==> src/tc8cmp_pkg.sv <==
// Shared types and constants for the 8-bit timer/counter with compare outputs.
package tc8cmp_pkg;

    // Input transaction payload
    typedef struct packed {
        logic [1:0] opcode;
        logic [7:0] cycle_count;
    } tc8cmp_in_t;

    // Result transaction payload
    typedef struct packed {
        logic [7:0] count_value;
        logic [2:0] flag_bits;
        logic       pin_a_level;
        logic       pin_b_level;
        logic       irq_overflow;
        logic       irq_match_a;
        logic       irq_match_b;
    } tc8cmp_out_t;

    // Opcodes
    localparam logic [1:0] OP_ADVANCE = 2'd0;
    localparam logic [1:0] OP_FORCE_A = 2'd1;
    localparam logic [1:0] OP_FORCE_B = 2'd2;

    // Configuration register indexes
    localparam logic [2:0] REG_CLOCK_SELECT = 3'd0;
    localparam logic [2:0] REG_WAVE_MODE    = 3'd1;
    localparam logic [2:0] REG_OUT_MODE_A   = 3'd2;
    localparam logic [2:0] REG_OUT_MODE_B   = 3'd3;
    localparam logic [2:0] REG_COMPARE_A    = 3'd4;
    localparam logic [2:0] REG_COMPARE_B    = 3'd5;
    localparam logic [2:0] REG_IRQ_MASK     = 3'd6;
    localparam logic [2:0] REG_PIN_OE       = 3'd7;

    // Waveform modes that run the counter
    localparam logic [2:0] WM_NORMAL = 3'd0;
    localparam logic [2:0] WM_CTC    = 3'd2;

    // Compare output actions
    localparam logic [1:0] OM_NONE   = 2'd0;
    localparam logic [1:0] OM_TOGGLE = 2'd1;
    localparam logic [1:0] OM_CLEAR  = 2'd2;
    localparam logic [1:0] OM_SET    = 2'd3;

    // Flag bit positions
    localparam int FLAG_OVF = 0;
    localparam int FLAG_A   = 1;
    localparam int FLAG_B   = 2;

    localparam int PRESCALE_W = 11;

    // Prescaler divisor for a clock select code; zero means stopped
    function automatic logic [PRESCALE_W-1:0] divisor_of(input logic [2:0] sel);
        logic [PRESCALE_W-1:0] d;
        begin
            case (sel)
                3'd1:    d = 11'd1;
                3'd2:    d = 11'd8;
                3'd3:    d = 11'd64;
                3'd4:    d = 11'd256;
                3'd5:    d = 11'd1024;
                default: d = 11'd0;
            endcase
            return d;
        end
    endfunction

endpackage

==> src/timer_counter_8bit_compare_core.sv <==
// 8-bit timer/counter with prescaler, normal/CTC modes and two compare outputs.
//
// Channels: in_valid/in_ready carry one transaction (opcode, cycle_count);
// out_valid/out_ready return one result transaction per input transaction;
// cfg_valid/cfg_ready/cfg_index/cfg_data write the configuration registers
// (cfg_ready is always high; write only while the block is idle).
// An advance transaction is handled one CPU cycle per clock
// by a single increment/compare unit: it is accepted in the idle state,
// runs its cycles in the run state and leaves through the finish state.
// Forces, the unused opcode, a stopped clock and cycle_count = 0 go straight from
// idle to finish. in_ready is high only while the sequencer is idle.
// The result sits in an output register; if the receiver stalls, the
// finished transaction waits in the finish state until the register frees,
// and no new input is taken meanwhile.
// Reset clears the control and state registers (not the result payload register),
// counter, prescaler, flags and pin levels to zero; in_ready is high from reset on.
module timer_counter_8bit_compare_core
    import tc8cmp_pkg::*;
(
    input  logic        clk,
    input  logic        rst_n,
    input  logic        in_valid,
    output logic        in_ready,
    input  tc8cmp_in_t  in_data,
    output logic        out_valid,
    input  logic        out_ready,
    output tc8cmp_out_t out_data,
    input  logic        cfg_valid,
    output logic        cfg_ready,
    input  logic [2:0]  cfg_index,
    input  logic [7:0]  cfg_data
);

    localparam logic [1:0] ST_IDLE = 2'd0;
    localparam logic [1:0] ST_RUN  = 2'd1;
    localparam logic [1:0] ST_FIN  = 2'd2;

    // Configuration registers
    logic [2:0] clock_select_reg, clock_select_next;
    logic [2:0] wave_mode_reg, wave_mode_next;
    logic [1:0] out_mode_a_reg, out_mode_a_next;
    logic [1:0] out_mode_b_reg, out_mode_b_next;
    logic [7:0] compare_a_reg, compare_a_next;
    logic [7:0] compare_b_reg, compare_b_next;
    logic [2:0] irq_mask_reg, irq_mask_next;
    logic [1:0] pin_oe_reg, pin_oe_next;

    // Timer state
    logic [PRESCALE_W-1:0] prescale_left_reg, prescale_left_next;
    logic [7:0] counter_reg, counter_next;
    logic [2:0] flags_reg, flags_next;
    logic       out_a_reg, out_a_next;
    logic       out_b_reg, out_b_next;

    // Sequencer
    logic [1:0] state_reg, state_next;
    logic [7:0] cyc_left_reg, cyc_left_next;
    logic [2:0] irq_reg, irq_next;
    logic       out_valid_reg, out_valid_next;
    tc8cmp_out_t out_data_reg, out_data_next;

    // Shared tick unit
    logic [PRESCALE_W-1:0] divisor;
    logic                  mode_ok;
    logic [7:0]            tick_inc;
    logic [2:0]            tick_raise;

    function automatic logic apply_action(input logic level, input logic [1:0] mode,
                                          input logic enabled);
        logic r;
        begin
            r = level;
            if (enabled) begin
                case (mode)
                    OM_TOGGLE: r = ~level;
                    OM_CLEAR:  r = 1'b0;
                    OM_SET:    r = 1'b1;
                    default:   r = level;
                endcase
            end
            return r;
        end
    endfunction

    assign divisor   = divisor_of(clock_select_reg);
    assign mode_ok   = wave_mode_reg inside {WM_NORMAL, WM_CTC};
    assign tick_inc  = counter_reg + 8'd1;
    assign tick_raise = {tick_inc == compare_b_reg, tick_inc == compare_a_reg,
                         tick_inc == 8'd0};

    assign in_ready  = (state_reg == ST_IDLE);
    assign cfg_ready = 1'b1;
    assign out_valid = out_valid_reg;
    assign out_data  = out_data_reg;

    // Sequencer and tick datapath
    always_comb
    begin
        clock_select_next  = clock_select_reg;
        wave_mode_next     = wave_mode_reg;
        out_mode_a_next    = out_mode_a_reg;
        out_mode_b_next    = out_mode_b_reg;
        compare_a_next     = compare_a_reg;
        compare_b_next     = compare_b_reg;
        irq_mask_next      = irq_mask_reg;
        pin_oe_next        = pin_oe_reg;
        prescale_left_next = prescale_left_reg;
        counter_next       = counter_reg;
        flags_next         = flags_reg;
        out_a_next         = out_a_reg;
        out_b_next         = out_b_reg;
        state_next         = state_reg;
        cyc_left_next      = cyc_left_reg;
        irq_next           = irq_reg;
        out_valid_next     = out_valid_reg;
        out_data_next      = out_data_reg;

        if (out_valid_reg && out_ready)
        begin
            out_valid_next = 1'b0;
        end

        case (state_reg)
            ST_IDLE:
            begin
                if (in_valid)
                begin
                    cyc_left_next = in_data.cycle_count;
                    irq_next      = 3'd0;
                    state_next    = ST_FIN;
                    case (in_data.opcode)
                        OP_ADVANCE:
                        begin
                            if ((divisor != '0) && (in_data.cycle_count != 8'd0))
                            begin
                                state_next = ST_RUN;
                            end
                        end
                        OP_FORCE_A:
                        begin
                            if (mode_ok)
                            begin
                                out_a_next = apply_action(out_a_reg, out_mode_a_reg,
                                                          pin_oe_reg[0]);
                            end
                        end
                        OP_FORCE_B:
                        begin
                            if (mode_ok)
                            begin
                                out_b_next = apply_action(out_b_reg, out_mode_b_reg,
                                                          pin_oe_reg[1]);
                            end
                        end
                        default:
                        begin
                            state_next = ST_FIN;
                        end
                    endcase
                end
            end
            ST_RUN:
            begin
                // one CPU cycle per clock
                cyc_left_next = cyc_left_reg - 8'd1;
                if (prescale_left_reg > 11'd1)
                begin
                    prescale_left_next = prescale_left_reg - 11'd1;
                end
                else
                begin
                    prescale_left_next = divisor;
                    if (mode_ok)
                    begin
                        flags_next = flags_reg | tick_raise;
                        irq_next   = irq_reg | (tick_raise & irq_mask_reg);
                        if ((wave_mode_reg == WM_CTC) && tick_raise[FLAG_A])
                        begin
                            counter_next = 8'd0;
                        end
                        else
                        begin
                            counter_next = tick_inc;
                        end
                        if (tick_raise[FLAG_A])
                        begin
                            out_a_next = apply_action(out_a_reg, out_mode_a_reg,
                                                      pin_oe_reg[0]);
                        end
                        if (tick_raise[FLAG_B])
                        begin
                            out_b_next = apply_action(out_b_reg, out_mode_b_reg,
                                                      pin_oe_reg[1]);
                        end
                    end
                end
                if (cyc_left_reg == 8'd1)
                begin
                    state_next = ST_FIN;
                end
            end
            ST_FIN:
            begin
                // load result once the output register is free
                if (!out_valid_reg || out_ready)
                begin
                    out_valid_next             = 1'b1;
                    out_data_next.count_value  = counter_reg;
                    out_data_next.flag_bits    = flags_reg;
                    out_data_next.pin_a_level  = out_a_reg;
                    out_data_next.pin_b_level  = out_b_reg;
                    out_data_next.irq_overflow = irq_reg[FLAG_OVF];
                    out_data_next.irq_match_a  = irq_reg[FLAG_A];
                    out_data_next.irq_match_b  = irq_reg[FLAG_B];
                    state_next                 = ST_IDLE;
                end
            end
            default:
            begin
                state_next = ST_IDLE;
            end
        endcase

        // Configuration writes
        if (cfg_valid)
        begin
            case (cfg_index)
                REG_CLOCK_SELECT:
                begin
                    clock_select_next  = cfg_data[2:0];
                    prescale_left_next = divisor_of(cfg_data[2:0]);
                end
                REG_WAVE_MODE:  wave_mode_next  = cfg_data[2:0];
                REG_OUT_MODE_A: out_mode_a_next = cfg_data[1:0];
                REG_OUT_MODE_B: out_mode_b_next = cfg_data[1:0];
                REG_COMPARE_A:  compare_a_next  = cfg_data;
                REG_COMPARE_B:  compare_b_next  = cfg_data;
                REG_IRQ_MASK:   irq_mask_next   = cfg_data[2:0];
                REG_PIN_OE:     pin_oe_next     = cfg_data[1:0];
                default:        pin_oe_next     = pin_oe_reg;
            endcase
        end
    end

    // Control and state registers
    always_ff @(posedge clk or negedge rst_n)
    begin
        if (!rst_n)
        begin
            clock_select_reg  <= '0;
            wave_mode_reg     <= '0;
            out_mode_a_reg    <= '0;
            out_mode_b_reg    <= '0;
            compare_a_reg     <= '0;
            compare_b_reg     <= '0;
            irq_mask_reg      <= '0;
            pin_oe_reg        <= '0;
            prescale_left_reg <= '0;
            counter_reg       <= '0;
            flags_reg         <= '0;
            out_a_reg         <= 1'b0;
            out_b_reg         <= 1'b0;
            state_reg         <= ST_IDLE;
            cyc_left_reg      <= '0;
            irq_reg           <= '0;
            out_valid_reg     <= 1'b0;
        end
        else
        begin
            clock_select_reg  <= clock_select_next;
            wave_mode_reg     <= wave_mode_next;
            out_mode_a_reg    <= out_mode_a_next;
            out_mode_b_reg    <= out_mode_b_next;
            compare_a_reg     <= compare_a_next;
            compare_b_reg     <= compare_b_next;
            irq_mask_reg      <= irq_mask_next;
            pin_oe_reg        <= pin_oe_next;
            prescale_left_reg <= prescale_left_next;
            counter_reg       <= counter_next;
            flags_reg         <= flags_next;
            out_a_reg         <= out_a_next;
            out_b_reg         <= out_b_next;
            state_reg         <= state_next;
            cyc_left_reg      <= cyc_left_next;
            irq_reg           <= irq_next;
            out_valid_reg     <= out_valid_next;
        end
    end

    // Result payload
    always_ff @(posedge clk)
    begin
        out_data_reg <= out_data_next;
    end

`ifndef SYNTHESIS
    // Run state always has cycles left to process
    a_run_has_cycles: assert property (@(posedge clk) disable iff (!rst_n)
        (state_reg == ST_RUN) |-> (cyc_left_reg != 8'd0))
        else $error("run state with no cycles left");

    // Sticky flags never clear
    a_flags_sticky: assert property (@(posedge clk) disable iff (!rst_n)
        1'b1 |=> ((flags_reg & $past(flags_reg)) == $past(flags_reg)))
        else $error("sticky flag cleared");

    // A stopped prescaler never reaches the run state
    a_run_clock_live: assert property (@(posedge clk) disable iff (!rst_n)
        (state_reg == ST_RUN) |-> (divisor != '0))
        else $error("running with stopped clock");

    // A finished result is presented right after leaving the finish state
    a_fin_loads: assert property (@(posedge clk) disable iff (!rst_n)
        (state_reg == ST_FIN) && (state_next == ST_IDLE) |=> out_valid_reg)
        else $error("result not loaded");
`endif

endmodule
==> config.mk <==
export PLATFORM = sky130hd
export DESIGN_NAME = timer_counter_8bit_compare_core
export DESIGN_NICKNAME = d
export VERILOG_FILES = /design/src/tc8cmp_pkg.sv /design/src/timer_counter_8bit_compare_core.sv
export SDC_FILE = /design/constraint.sdc
export NUM_CORES = 1
export LEC_CHECK = 0
export BUFFER_PORTS_ARGS = -buffer_cell sky130_fd_sc_hd__buf_2
export CORE_MARGIN = 2
export CORE_UTILIZATION = 50
export CTS_CLUSTER_DIAMETER = 60
export CTS_CLUSTER_SIZE = 14
export DETAILED_ROUTE_END_ITERATION = 10
export PLACE_DENSITY = 0.65
export SLEW_MARGIN = 20
export SYNTH_ARGS = -nofsm -noshare
export SYNTH_HDL_FRONTEND = slang
export SYNTH_SLANG_ARGS = --single-unit
==> constraint.sdc <==
create_clock -name clk -period 3.6 [get_ports clk]
set_input_delay 0.36 -clock clk [delete_from_list [all_inputs] [get_ports clk]]
set_output_delay 0.36 -clock clk [all_outputs]
set_load 0.01 [all_outputs]
==> metrics.txt <==
outcome=finished, violations left; violated checks=negative hold slack; fin nets=490; crit path capture type=flop; DRC errors left=0; Synth-to-Final Area Change=10.8%; Seq/Total Area, Yosys=48.6%; Seq cells post-synth=85; Register Area=2210 um^2; area of the multi-input gates=2190 um^2; CTS tree=done; final-report max-slew violation count=0; row cnt=34; vias in the first global route=2991; CP startpoint kind=flop; vias=3372; Vias/cell=5.90; Critical R2R Capture=prescale_left_reg[9]$_DFF_PN0_; Net Count, Synth=452; Reg2Reg Depth=6; # resized after CTS=0; Clock Tree Buf Depth=2; Max VDD drop=0.237 mV; Final Cycle Share=71.3%; Die ar.=9860 um^2; final setup vio count=0; crit path max fanout=26; Clock Skew=0.0123 ns; commonest cells after routing, fill and taps aside=69 x dfrtp_1, 43 x buf_2, 33 x nand2_1, 31 x nor2_1, 31 x mux2_2; postcts setup bufs=0; EDFF count, synth=16; Syn Area/Cell=10.8 um^2; worst skew pair latency=0.35 ns; Top FF cell, synth=dfrtp_1; Reg clk slew, reported paths=0.09 ns; post-DR wirelength/cell=16.2 um; Port-buffer cells=43; f_max=389 MHz; Routed WL=9240 um; total CTS buffers=9; Core ar.=8760 um^2; H-tree depth=3; Req. time, crit path=3.85 ns; critical path class=reg -> reg; initial antenna violation count=0; MaxCap Viol Count=0; leak pwr=0.00215 uW; max reg flops=16; crit path time final=2.57 ns; DPL Wire Length=6760 um; hold_ws=-0.0102 ns; yosys warns=0; Post-Syn Instances=421; remaining global-route overflow=0; Slew HR=49.9%; Final Hold Viols=7; Initial DRC Count=164; worst r2r src=state_reg[0]$_DFFE_PN0P_; post-synth cell types=73; DRT Pass-1 Iters=4; Die X-Extent=99.3 um; placer congestion estimate=0.816; Post-Syn Area=4540 um^2; CTS Sinks=85; Chip Height=99.3 um; clk root buf=clkbuf_8; # diodes=0; Post-DRT Antenna Nets=0; crit path DAT=2.81 ns; Fill cells=755; Initial Util=51.8%; pin count of the biggest net entering global routing=46; setup TNS=0 ns; first-pass GRT wire length=15600 um; FF-to-FF setup slack=1.03 ns; pwr/cell area=650 nW/um^2; Worst Tran Pin Value=0.751 ns; share of layout cells above drive strength 1=23.1%; RSZ-0062 raised after global routing=no; overall routing resource usage=19.8%; worst hold path class=in -> async; commonest non-fill, non-tap cell in the layout=dfrtp_1; ys async rst share=81.2%; I/O pin cnt=45; CTS Hold Bufs=0
[per-layer routing]
metal	vias to the layer above	share of wire, %	global-route usage [%]
li1	1634	-	-
met1	1647	50	30.5
met2	78	43	28.1
met3	13	4.9	3.23
met4	0	1.6	7.38
met5	-	0	0
[report_power, final]
part           switching (uW)  internal (uW)
Combinational             550            489
Clock                     353            323
Sequential                299           1260
Total                    1200           2070
[worst max path at each step]
stage	from	to	slack, ns	depth (start not counted)
3_3_place_gp	state_reg[0]$_DFFE_PN0P_	prescale_left_reg[9]$_DFF_PN0_	1.16	6
4_1_cts	state_reg[0]$_DFFE_PN0P_	out_a_reg$_DFFE_PN0P_	1.06	6
6_report	state_reg[0]$_DFFE_PN0P_	prescale_left_reg[9]$_DFF_PN0_	1.03	6
3_5_place_dp	state_reg[0]$_DFFE_PN0P_	prescale_left_reg[9]$_DFF_PN0_	1.09	6
2_1_floorplan	counter_reg[0]$_DFFE_PN0P_	counter_reg[0]$_DFFE_PN0P_	1.50	8
5_1_grt	state_reg[0]$_DFFE_PN0P_	prescale_left_reg[9]$_DFF_PN0_	0.81	6
[kinds of logic after synthesis]
family	Yosys count	share of synthesized area, %
AOI/OAI and AO/OA	89	13.4
xor gates and xnor gates	23	6.28
adders and majority gates	5	1.38
buffers and inverters	34	3.19
DFF	85	48.6
muxes	35	8.57
other	1	0.0825
and+or+nand+nor	149	18.5
[cells in the mapped netlist, types with 5 or more instances]
cell type	n	area, um^2
a211oi_1	5	37.5
inv_1	11	41.3
o31ai_1	5	37.5
clkbuf_1	13	48.8
xor2_1	9	78.8
o21ai_0	16	80.1
nor2b_1	5	31.3
ha_1	5	62.6
nand3_1	7	35.0
nand4b_1	5	43.8
nand2b_1	9	56.3
or3_1	7	43.8
nor3_1	17	85.1
xnor3_1	5	113
nor3b_1	7	52.6
mux2_2	31	349
nor4_1	5	31.3
a21oi_1	19	95.1
xnor2_1	8	70.1
nor2_1	31	116
nand2_1	33	124
dfrtp_1	69	1730
a31oi_1	5	31.3
edfxtp_1	16	480
[stage by stage]
step	power [uW]	std cells	cell area (um^2)	setup slack (ns)	utilization, %
after detailed placement	2620	556	4840	1.09	55.2
after global placement	2590	556	4840	1.16	55.2
after CTS	3300	572	5030	1.06	57.5
final	3270	572	5030	1.03	57.5
after floorplan	2300	421	4540	1.50	-
after global routing	3500	572	5030	0.810	57.5
[layout make-up]
| class | instances | share of cell area [%] |
|---|---|---|
| multi-input combinational | 302 | 43.5 |
| tap | 108 | 2.68 |
| clock buffer | 9 | 2.46 |
| clock inverter | 7 | 1.44 |
| inverter | 12 | 0.895 |
| timing repair buffer | 49 | 5.17 |
| sequential | 85 | 43.8 |
[worst max-delay path, cell delays in order (launching register included)]
cell,delay (ns)
dfrtp_1,0.84
nand2b_1,0.47
nor4_1,0.48
nand2_1,0.14
or3_1,0.34
xor2_1,0.14
nor2_1,0.05
(Power assumes the default switching activity.)
